--- config.mk ---
export PLATFORM = sky130hd
export DESIGN_NAME = fermat_factor_primality_flat
export DESIGN_NICKNAME = d
export VERILOG_FILES = /design/src/sv/ffp_pkg.sv /design/src/sv/ffp_num_if.sv /design/src/sv/ffp_fact_if.sv /design/src/sv/fermat_factor_primality.sv /design/src/flat_wrapper.sv
export SDC_FILE = /design/constraint.sdc
export NUM_CORES = 1
export LEC_CHECK = 0
export BUFFER_PORTS_ARGS = -buffer_cell sky130_fd_sc_hd__buf_4
export CELL_PAD_IN_SITES_DETAIL_PLACEMENT = 1
export CELL_PAD_IN_SITES_GLOBAL_PLACEMENT = 2
export CORE_MARGIN = 4
export CORE_UTILIZATION = 37
export DETAILED_ROUTE_END_ITERATION = 8
export PLACE_DENSITY_LB_ADDON = 0.1
export SLEW_MARGIN = 20
export SYNTH_ARGS = -nofsm -noshare
export SYNTH_HDL_FRONTEND = slang
export SYNTH_SLANG_ARGS = --single-unit
--- constraint.sdc ---
create_clock -name clk -period 13.6 [get_ports clk]
set_input_delay 2.72 -clock clk [delete_from_list [all_inputs] [get_ports clk]]
set_output_delay 2.72 -clock clk [all_outputs]
set_load 0.03 [all_outputs]
--- src/sv/ffp_pkg.sv ---
`default_nettype none
// ----------------------------------------------------------------------------
// ffp_pkg
// widths and constants shared by the fermat factor search block
// ----------------------------------------------------------------------------
package ffp_pkg;

  localparam int N_WIDTH = 32;
  localparam int OUT_W   = 32;
  localparam int ROOT_W  = (N_WIDTH + 1) / 2;
  localparam int SQ_W    = 2 * ROOT_W;
  localparam int SUB_W   = SQ_W + 1;
  localparam int CNT_W   = $clog2(N_WIDTH);

endpackage
`default_nettype wire

--- src/sv/ffp_num_if.sv ---
`default_nettype none
// ----------------------------------------------------------------------------
// ffp_num_if
// valid/ready channel that carries one number to factor
// ----------------------------------------------------------------------------
interface ffp_num_if;
  import ffp_pkg::*;

  logic               valid;
  logic               ready;
  logic [N_WIDTH-1:0] number;

  modport source (output valid, output number, input ready);
  modport sink (input valid, input number, output ready);
endinterface
`default_nettype wire

--- src/sv/ffp_fact_if.sv ---
`default_nettype none
// ----------------------------------------------------------------------------
// ffp_fact_if
// valid/ready channel that carries one factor search result
// ----------------------------------------------------------------------------
interface ffp_fact_if;
  import ffp_pkg::*;

  logic             valid;
  logic             ready;
  logic             no_factor_found;
  logic [OUT_W-1:0] small_factor;
  logic [OUT_W-1:0] large_factor;

  modport source (output valid, output no_factor_found, output small_factor,
                  output large_factor, input ready);
  modport sink (input valid, input no_factor_found, input small_factor,
                input large_factor, output ready);
endinterface
`default_nettype wire

--- src/sv/fermat_factor_primality.sv ---
`default_nettype none
// ----------------------------------------------------------------------------
// fermat_factor_primality
// finds the factor pair a*b = n of equal parity with the largest a >= 2
// ----------------------------------------------------------------------------
// One number is taken per transaction and one result is returned. The block
// first takes the integer square root of n, then tries each candidate a from
// that root down to 2 with a restoring divider (S_DIV) and a check state
// (S_CHECK) per candidate. A single subtract/compare unit serves both the
// root and the divider. A search ends soonest when a large factor lies near
// the root and runs through every candidate for a prime. The block takes no
// new number while a search runs; a finished result waits in an output
// register until taken. Zero reports a pair of zeros; numbers with no
// equal-parity pair (primes, two mod four) report no_factor_found with both
// factors zero.
module fermat_factor_primality (
  input  wire logic clk,
  input  wire logic rst,
  ffp_num_if.sink   request,
  ffp_fact_if.source result
);
  import ffp_pkg::*;

  typedef enum logic [2:0] {
    S_IDLE,
    S_SQRT,
    S_DIV,
    S_CHECK,
    S_FINISH
  } state_t;

  state_t             state;
  logic [N_WIDTH-1:0] n_reg;
  logic [SQ_W-1:0]    v;
  logic [SQ_W-1:0]    root;
  logic [SQ_W-1:0]    bit_mask;
  logic [ROOT_W-1:0]  a;
  logic [ROOT_W:0]    rem;
  logic [N_WIDTH-1:0] dvd;
  logic [CNT_W-1:0]   cnt;
  logic               found;
  logic [OUT_W-1:0]   small_val;
  logic [OUT_W-1:0]   large_val;
  logic               res_found;
  logic [OUT_W-1:0]   res_small;
  logic [OUT_W-1:0]   res_large;

  logic [SUB_W-1:0]   sub_a;
  logic [SUB_W-1:0]   sub_b;
  logic [SUB_W:0]     diff;
  logic               ge;
  logic [ROOT_W:0]    trial;
  logic [SQ_W-1:0]    root_next;
  logic [SQ_W-1:0]    bit_next;
  logic [ROOT_W-1:0]  root_a;
  logic               load_result;

  // shared subtract and compare unit
  always_comb begin
    trial = {rem[ROOT_W-1:0], dvd[N_WIDTH-1]};
    if (state == S_SQRT) begin
      sub_a = SUB_W'(v);
      sub_b = SUB_W'(root) + SUB_W'(bit_mask);
    end else begin
      sub_a = SUB_W'(trial);
      sub_b = SUB_W'(a);
    end
    diff = {1'b0, sub_a} - {1'b0, sub_b};
    ge   = ~diff[SUB_W];
    if (ge) begin
      root_next = (root >> 1) + bit_mask;
    end else begin
      root_next = root >> 1;
    end
    bit_next = bit_mask >> 2;
    root_a   = root_next[ROOT_W-1:0];
  end

  assign load_result            = (state == S_FINISH) && (!result.valid || result.ready);
  assign request.ready          = (state == S_IDLE);
  assign result.no_factor_found = ~res_found;
  assign result.small_factor    = res_small;
  assign result.large_factor    = res_large;

  always_ff @(posedge clk) begin
    if (rst) begin
      state        <= S_IDLE;
      result.valid <= 1'b0;
    end else begin
      if (load_result) begin
        result.valid <= 1'b1;
      end else if (result.valid && result.ready) begin
        result.valid <= 1'b0;
      end
      unique case (state)
        S_IDLE: begin
          if (request.valid) begin
            n_reg    <= request.number;
            v        <= SQ_W'(request.number);
            root     <= '0;
            bit_mask <= SQ_W'(1) << (SQ_W - 2);
            if (request.number == '0) begin
              found     <= 1'b1;
              small_val <= '0;
              large_val <= '0;
              state     <= S_FINISH;
            end else begin
              state <= S_SQRT;
            end
          end
        end
        S_SQRT: begin
          if (ge) begin
            v <= diff[SQ_W-1:0];
          end
          root     <= root_next;
          bit_mask <= bit_next;
          if (bit_next == '0) begin
            a   <= root_a;
            rem <= '0;
            dvd <= n_reg;
            cnt <= '0;
            if (root_a < ROOT_W'(2)) begin
              found     <= 1'b0;
              small_val <= '0;
              large_val <= '0;
              state     <= S_FINISH;
            end else begin
              state <= S_DIV;
            end
          end
        end
        S_DIV: begin
          if (ge) begin
            rem <= diff[ROOT_W:0];
          end else begin
            rem <= trial;
          end
          dvd <= {dvd[N_WIDTH-2:0], ge};
          cnt <= cnt + CNT_W'(1);
          if (cnt == CNT_W'(N_WIDTH - 1)) begin
            state <= S_CHECK;
          end
        end
        S_CHECK: begin
          if (rem == '0 && a[0] == dvd[0]) begin
            found     <= 1'b1;
            small_val <= OUT_W'(a);
            large_val <= OUT_W'(dvd);
            state     <= S_FINISH;
          end else if (a == ROOT_W'(2)) begin
            found     <= 1'b0;
            small_val <= '0;
            large_val <= '0;
            state     <= S_FINISH;
          end else begin
            a     <= a - ROOT_W'(1);
            rem   <= '0;
            dvd   <= n_reg;
            cnt   <= '0;
            state <= S_DIV;
          end
        end
        S_FINISH: begin
          if (load_result) begin
            res_found <= found;
            res_small <= small_val;
            res_large <= large_val;
            state     <= S_IDLE;
          end
        end
        default: begin
          state <= S_IDLE;
        end
      endcase
    end
  end

endmodule
`default_nettype wire
--- src/flat_wrapper.sv ---
// flat-port wrapper written by rule: the top's interface ports become plain ports
module fermat_factor_primality_flat import ffp_pkg::*;
  (clk, rst, request_valid, request_number, request_ready, result_valid, result_no_factor_found, result_small_factor, result_large_factor, result_ready);
  ffp_num_if request_i ();
  ffp_fact_if result_i ();
  input  wire logic clk;
  input  wire logic rst;
  input wire logic [$bits(request_i.valid)-1:0] request_valid;
  input wire logic [$bits(request_i.number)-1:0] request_number;
  output wire logic [$bits(request_i.ready)-1:0] request_ready;
  output wire logic [$bits(result_i.valid)-1:0] result_valid;
  output wire logic [$bits(result_i.no_factor_found)-1:0] result_no_factor_found;
  output wire logic [$bits(result_i.small_factor)-1:0] result_small_factor;
  output wire logic [$bits(result_i.large_factor)-1:0] result_large_factor;
  input wire logic [$bits(result_i.ready)-1:0] result_ready;
  assign request_i.valid = request_valid;
  assign request_i.number = request_number;
  assign request_ready = request_i.ready;
  assign result_valid = result_i.valid;
  assign result_no_factor_found = result_i.no_factor_found;
  assign result_small_factor = result_i.small_factor;
  assign result_large_factor = result_i.large_factor;
  assign result_i.ready = result_ready;
  fermat_factor_primality u_core (.clk(clk), .rst(rst), .request(request_i), .result(result_i));
endmodule
---- Word level (Yosys, flattened, before mapping) ----
Cells that the tools add are included.
cells by class
  bitwise gates (word level) .............. 3
  reductions and logical operators ........ 22
  add/subtract/negate cells ............... 5
  equality and inequality tests ........... 17
  mux-type cells .......................... 54
  $lt $le $gt $ge ......................... 1
operators by type and width
  cell                                                                   number
  32-bit two-way mux                                                     16
  32-bit one-hot mux with 3 select lines                                 3
  32-bit one-hot mux with 2 select lines                                 3
  17-bit two-way mux                                                     4
  32-bit logical NOT                                                     2
  17-bit one-hot mux with 3 select lines                                 1
  16-bit two-way mux                                                     3
  32-bit by 33-bit subtractor with 34-bit output                         1
  32-bit by 32-bit adder with 33-bit output                              1
  33-bit two-way mux                                                     1
  31-bit by 32-bit adder with 32-bit output                              1
  16-bit one-hot mux with 2 select lines                                 1
  3-bit two-way mux                                                      8
  17-bit logical NOT                                                     1
  16-bit by 2-bit == test with 1-bit output, second input constant       1
  16-bit by 2-bit < comparator with 1-bit output, second input constant  1
  16-bit by 1-bit subtractor with 16-bit output, second input constant   1
  5-bit two-way mux                                                      3
  3-bit one-hot mux with 5 select lines                                  1
  5-bit one-hot mux with 3 select lines                                  1
  2-bit inequality test, second input constant                           6
  5-bit AND reduction                                                    2
  3-bit AND reduction                                                    3
  1-bit two-way mux                                                      8
  18 further kinds                                                       29
storage, ports and cells
  bits of input ports ..................... 36
  flip-flop bits (word level) ............. 332
  word-level logic and storage cells ...... 118

---- Depth between registers and ports, before layout ----
  depth in word-level cells ............... 8
  depth in mapped cells ................... 23

---- Worst setup path after synthesis ----
Ideal clock, no wire load.
  kind .................................... reg-to-reg
  start point ............................. reg u_core.root[2]
  end point ............................... reg u_core.found, enable pin
  required time ........................... 13.071 ns
  arrival time ............................ 7.702 ns
  cell stages (with the launch flop) ...... 21
  clock period less this slack ............ 8.231 ns
  path buffers ............................ 1
  slack ................................... 5.369 ns
  cells stage by stage .................... edfxtp_1 > ha_1 > a31oi_1 > o21ai_0 > a211o_1 > a21oi_1 > o21bai_1 > a31oi_1 > o21bai_1 > xor2_1 > nand2_1 > ha_1 > o21a_1 > o2111ai_1 > nand4_1 > o211ai_2 > o21ai_1 > buf_2 > a311oi_1 > o22ai_1 > o31ai_1
on the way
  cells in the longest elaborated chain, start to end .. 7
ends and longest elaborated chain
  item                                                line                            source
  start, declared                                     fermat_factor_primality.sv:35   logic [SQ_W-1:0] root;
  start signal, assigned                              fermat_factor_primality.sv:116  root <= root_next;
  32-bit by 32-bit adder with 33-bit output           fermat_factor_primality.sv:63   sub_b = SUB_W'(root) + SUB_W'(bit_mask);
  33-bit two-way mux                                  fermat_factor_primality.sv:61   if (state == S_SQRT) begin
  32-bit by 33-bit subtractor with 34-bit output      fermat_factor_primality.sv:68   diff = {1'b0, sub_a} - {1'b0, sub_b};
  32-bit two-way mux (*)                              fermat_factor_primality.sv:70   if (ge) begin
  16-bit by 2-bit < comparator with 1-bit output (*)  fermat_factor_primality.sv:123  if (root_a < ROOT_W'(2)) begin
  2-bit inequality test (no line) (*)                 --
  7-bit AND reduction (no line) (*)                   --
  end signal, assigned                                fermat_factor_primality.sv:124  found <= 1'b0;
  end signal, assigned                                fermat_factor_primality.sv:147  found <= 1'b1;
  end signal, assigned                                fermat_factor_primality.sv:152  found <= 1'b0;
  end, declared                                       fermat_factor_primality.sv:41   logic found;
Mark *: on every way between the ends. The rest lies on a longest branch, timed or not.
A chain may end at the register's enable or synchronous reset.

---- Final worst setup path ----
  start point ............................. reg u_core.state[0]
  end point ............................... reg u_core.large_val[20], enable pin
on the way
  cells in the longest elaborated chain, start to end .. 7
ends and longest elaborated chain
  item                                                      line                                                          source
  start, declared                                           fermat_factor_primality.sv:32                                 state_t state;
  start signal, assigned                                    fermat_factor_primality.sv:87                                 state <= S_IDLE;
  start signal, assigned                                    fermat_factor_primality.sv:106                                state <= S_FINISH;
  start signal, assigned                                    fermat_factor_primality.sv:108                                state <= S_SQRT;
  3-bit by 1-bit == test with 1-bit output                  fermat_factor_primality.sv:61, fermat_factor_primality.sv:95
  32-bit two-way mux or 33-bit two-way mux (tied branches)  fermat_factor_primality.sv:61
  32-bit by 33-bit subtractor with 34-bit output            fermat_factor_primality.sv:68
  32-bit two-way mux                                        fermat_factor_primality.sv:70
  16-bit by 2-bit < comparator with 1-bit output            fermat_factor_primality.sv:123
  2-bit inequality test (no line)                           --
  7-bit AND reduction (no line) (*)                         --
  end signal, assigned                                      fermat_factor_primality.sv:149                                large_val <= OUT_W'(dvd);
  end, declared                                             fermat_factor_primality.sv:43                                 logic [OUT_W-1:0] large_val;
Marked as above.

==> flow_metrics.py <==
metrics = {
    "global_route": {
        "grt_util_all_layers_pct": 19.3,
        "antenna_found_initial": 0,
        "grt_max_degree": 104,
        "grt_pass1_wl_um": 68300,
        "grt_pass1_vias": 11400,
        "grt_remaining_overflow": 0,
    },
    "routing": {
        "drc": 0,
        "drt_iter0_drc": 642,
        "avgRoutedWirePerCell_um": 20.9,
        "routed_wl_um": 44100,
        "via_per_inst": 5.33,
        "ant_nets": 0,
        "vias": 11300,
        "detail_route.first_pass.iterations": 4,
    },
    "place": {
        "dp_slack_ns": 6.96,
        "gp_congestion": 0.816,
        "dp.cells": 2057,
        "post-dp-hpwl_um": 32400,
        "port_buffers": 86,
    },
    "timing": {
        "max_freq_mhz": 153,
        "finalMaxSlewViolations": 0,
        "skew_ns": 0.0203,
        "final_hold_viol_count": 0,
        "worst_pin_slew_ns": 1.03,
        "finalSetupViolCount": 0,
        "finalSetupTns_ns": 0,
        "maxSlewHeadroom_pct": 31.2,
        "rsz0062_at_grt": "no",
        "fin_crit_ns": 6.53,
        "fin_crit_sh_pct": 48.0,
        "setup_slack_ns": 7.07,
    },
    "logic_synthesis": {
        "netlist_area_um2": 15600,
        "synthFlopType": "edfxtp_1",
        "seq_area_frac_synth_pct": 54.4,
        "synth_edf_count": 280,
        "ys_ff_latch": 284,
        "async_flop_share_pct": 0,
        "syn_area_per_cell_um2": 10.5,
        "yosys_warnings": 0,
        "synthDistinctLibCells": 70,
        "syn_inst": 1487,
    },
    "clocking": {
        "cts_buffer_depth": 3,
        "cts_tree": "built",
        "cts_resized": 0,
        "post-cts-setup-buffers": 0,
        "cts.clk_slew.worst_paths_ns": 0.06,
        "cts.hold.buffers_added": 0,
        "cts_root_buf": "clkbuf_16",
        "clkLatencyLatePin_ns": 0.54,
        "htreeDepth": 2,
        "cts_buffers": 34,
        "cts_sinks": 284,
    },
    "die": {
        "die-area_um2": 45600,
        "fp.dieW_um": 213,
        "start_util_pct": 37.3,
        "rows": 75,
        "core-area_um2": 41900,
        "dieHeight_um": 213,
        "num_io_pins": 103,
    },
    "status": {
        "status": "finished, final reports clean",
    },
    "pwr": {
        "total_power_uw": 4920,
        "p_leak_uw": 0.00680,
        "peakVddDrop_v": 0.000118,
        "power_density_nw_per_um2": 276,
    },
    "layout": {
        "drive_gt1_share_pct": 11.0,
        "area_delta_synth_final_pct": 14.1,
        "nNetsFinal": 1662,
        "final_util_pct": 42.6,
        "instances_no_fill": 2116,
        "n_antenna_cell": 0,
    },
    "critical_path": {
        "path_class": "flop to flop",
        "critical_path_required_ns": 13.77,
        "cp-end-kind": "flop",
        "critPathLaunchType": "flop",
        "crit_arrival_ns": 6.70,
        "crit_fanout": 103,
    },
    "flow_run": {
        "cap_violations": 0,
    },
    "min_path": {
        "hold_path.class": "flop to flop",
    },
}
cell usage after synthesis (4+ instances only):
| master | n | area (um2) |
|---|---|---|
| dfxtp_1 | 4 | 80.1 |
| nor4_1 | 23 | 144 |
| o31a_1 | 4 | 35.0 |
| nand2_1 | 259 | 972 |
| edfxtp_1 | 280 | 8410 |
| a21oi_1 | 74 | 370 |
| o21ai_0 | 79 | 395 |
| nand3_1 | 35 | 175 |
| inv_1 | 18 | 67.6 |
| a211oi_1 | 14 | 105 |
| o21a_1 | 24 | 180 |
| nor2_1 | 119 | 447 |
| o21bai_1 | 6 | 45.0 |
| nor3_1 | 19 | 95.1 |
| nand3b_1 | 5 | 37.5 |
| mux2i_1 | 11 | 110 |
| a211o_1 | 4 | 35.0 |
| nand2b_1 | 11 | 68.8 |
| o21ai_1 | 6 | 30.0 |
| ha_1 | 71 | 888 |
| clkbuf_1 | 51 | 191 |
| a31o_2 | 5 | 43.8 |
| buf_2 | 10 | 50.1 |
| and3_1 | 60 | 375 |
| o211ai_1 | 9 | 67.6 |
| nor2b_1 | 10 | 62.6 |
| xnor2_1 | 44 | 385 |
| a31oi_1 | 24 | 150 |
| buf_1 | 9 | 33.8 |
| o31ai_1 | 6 | 45.0 |
| and2_1 | 46 | 288 |
| nand4_1 | 16 | 100 |
| buf_4 | 16 | 120 |
| a21o_1 | 10 | 75.1 |
| xor2_1 | 57 | 499 |
final timing paths:
path | slack (ns) | depth (start not counted) | endpoint | from
setup / recovery | 7.07 | 20 | u_core.large_val[20]$_SDFFCE_PN0P_ | u_core.state[0]$_SDFFE_PP0P_
hold / removal | 0.41 | 0 | u_core.result.large_factor[25]$_DFFE_PP_ | u_core.large_val[25]$_SDFFCE_PN0P_
hold reg to reg | 0.41 | 0 | u_core.result.large_factor[25]$_DFFE_PP_ | u_core.large_val[25]$_SDFFCE_PN0P_
setup reg to reg | 7.07 | 20 | u_core.large_val[20]$_SDFFCE_PN0P_ | u_core.state[0]$_SDFFE_PP0P_
critical path, stage by stage, from the launching register on:
cell and delay, ns:
dfxtp_1 0.37, nor2b_1 0.35, nor2b_4 0.20, buf_4 0.43, inv_4 0.26, buf_4 0.49, nor2_1 0.24, a21oi_1 0.06
ha_1 0.38, a211o_1 0.30, a2111o_1 0.38, o21a_1 0.20, and4_1 0.24, o211ai_2 0.22, o21ai_1 0.09, buf_4 0.23
nand2_1 0.12, buf_4 0.28, mux2_2 0.42, o31ai_4 0.21, buf_4 0.54
power by group:
group / internal (uW) / leakage [uW] / switching [uW]
registers: 1300 / 0.00264 / 195
clock network: 493 / 0.000508 / 365
logic: 913 / 0.00366 / 1650
total: 2700 / 0.00680 / 2210
metal layers:
metal	up-vias	global-route usage [%]	wire length [um]	share of wire, %
met5	-	0	0	0
met4	0	4.52	850	1.9
met3	50	2.96	1380	3.1
met2	173	30.4	20200	46
met1	5533	28.2	21700	49
li1	5513	-	-	-
cells by family after synthesis:
group                      synth area share [%]
AOI/OAI and AO/OA                          11.6
xor gates and xnor gates                   5.66
adders and majority gates                  5.82
buffers and inverters                      3.06
DFF                                        54.4
muxes                                     0.777
other                                    0.0240
and+or+nand+nor                            18.7
final cells by class:
cell class / instances / area [um2]
clock inverter: 15 / 121
tap: 539 / 674
inverter: 19 / 73.8
timing repair buffer: 103 / 773
clock buffer: 44 / 910
multi-input combinational: 1112 / 6780
fill: 4609 / 24000
sequential: 284 / 8490
per-stage QoR:
stage                     area (um2)  hold WS, ns
after floorplan                15700        0.400
after detailed placement       16800        0.406
final                          17800        0.413
after global routing           17800        0.422
after global placement         16800        0.401
after CTS                      17800        0.416
placed cells by master (no fill, tap or decap), drive strengths merged, types with 11 or more instances in the layout:
cell	n
mux2i	11
and2	46
and3	60
buf	103
xor2	57
inv	19
nand2	259
a31oi	24
xnor2	44
nand4	16
o21ai	85
nand3	35
clkbuf	44
edfxtp	280
a211oi	15
nand2b	11
conb	16
nor4	25
nor3	19
a21oi	74
nor2	119
clkinv	14
o21a	24
ha	71
(Power assumes the default switching activity.)
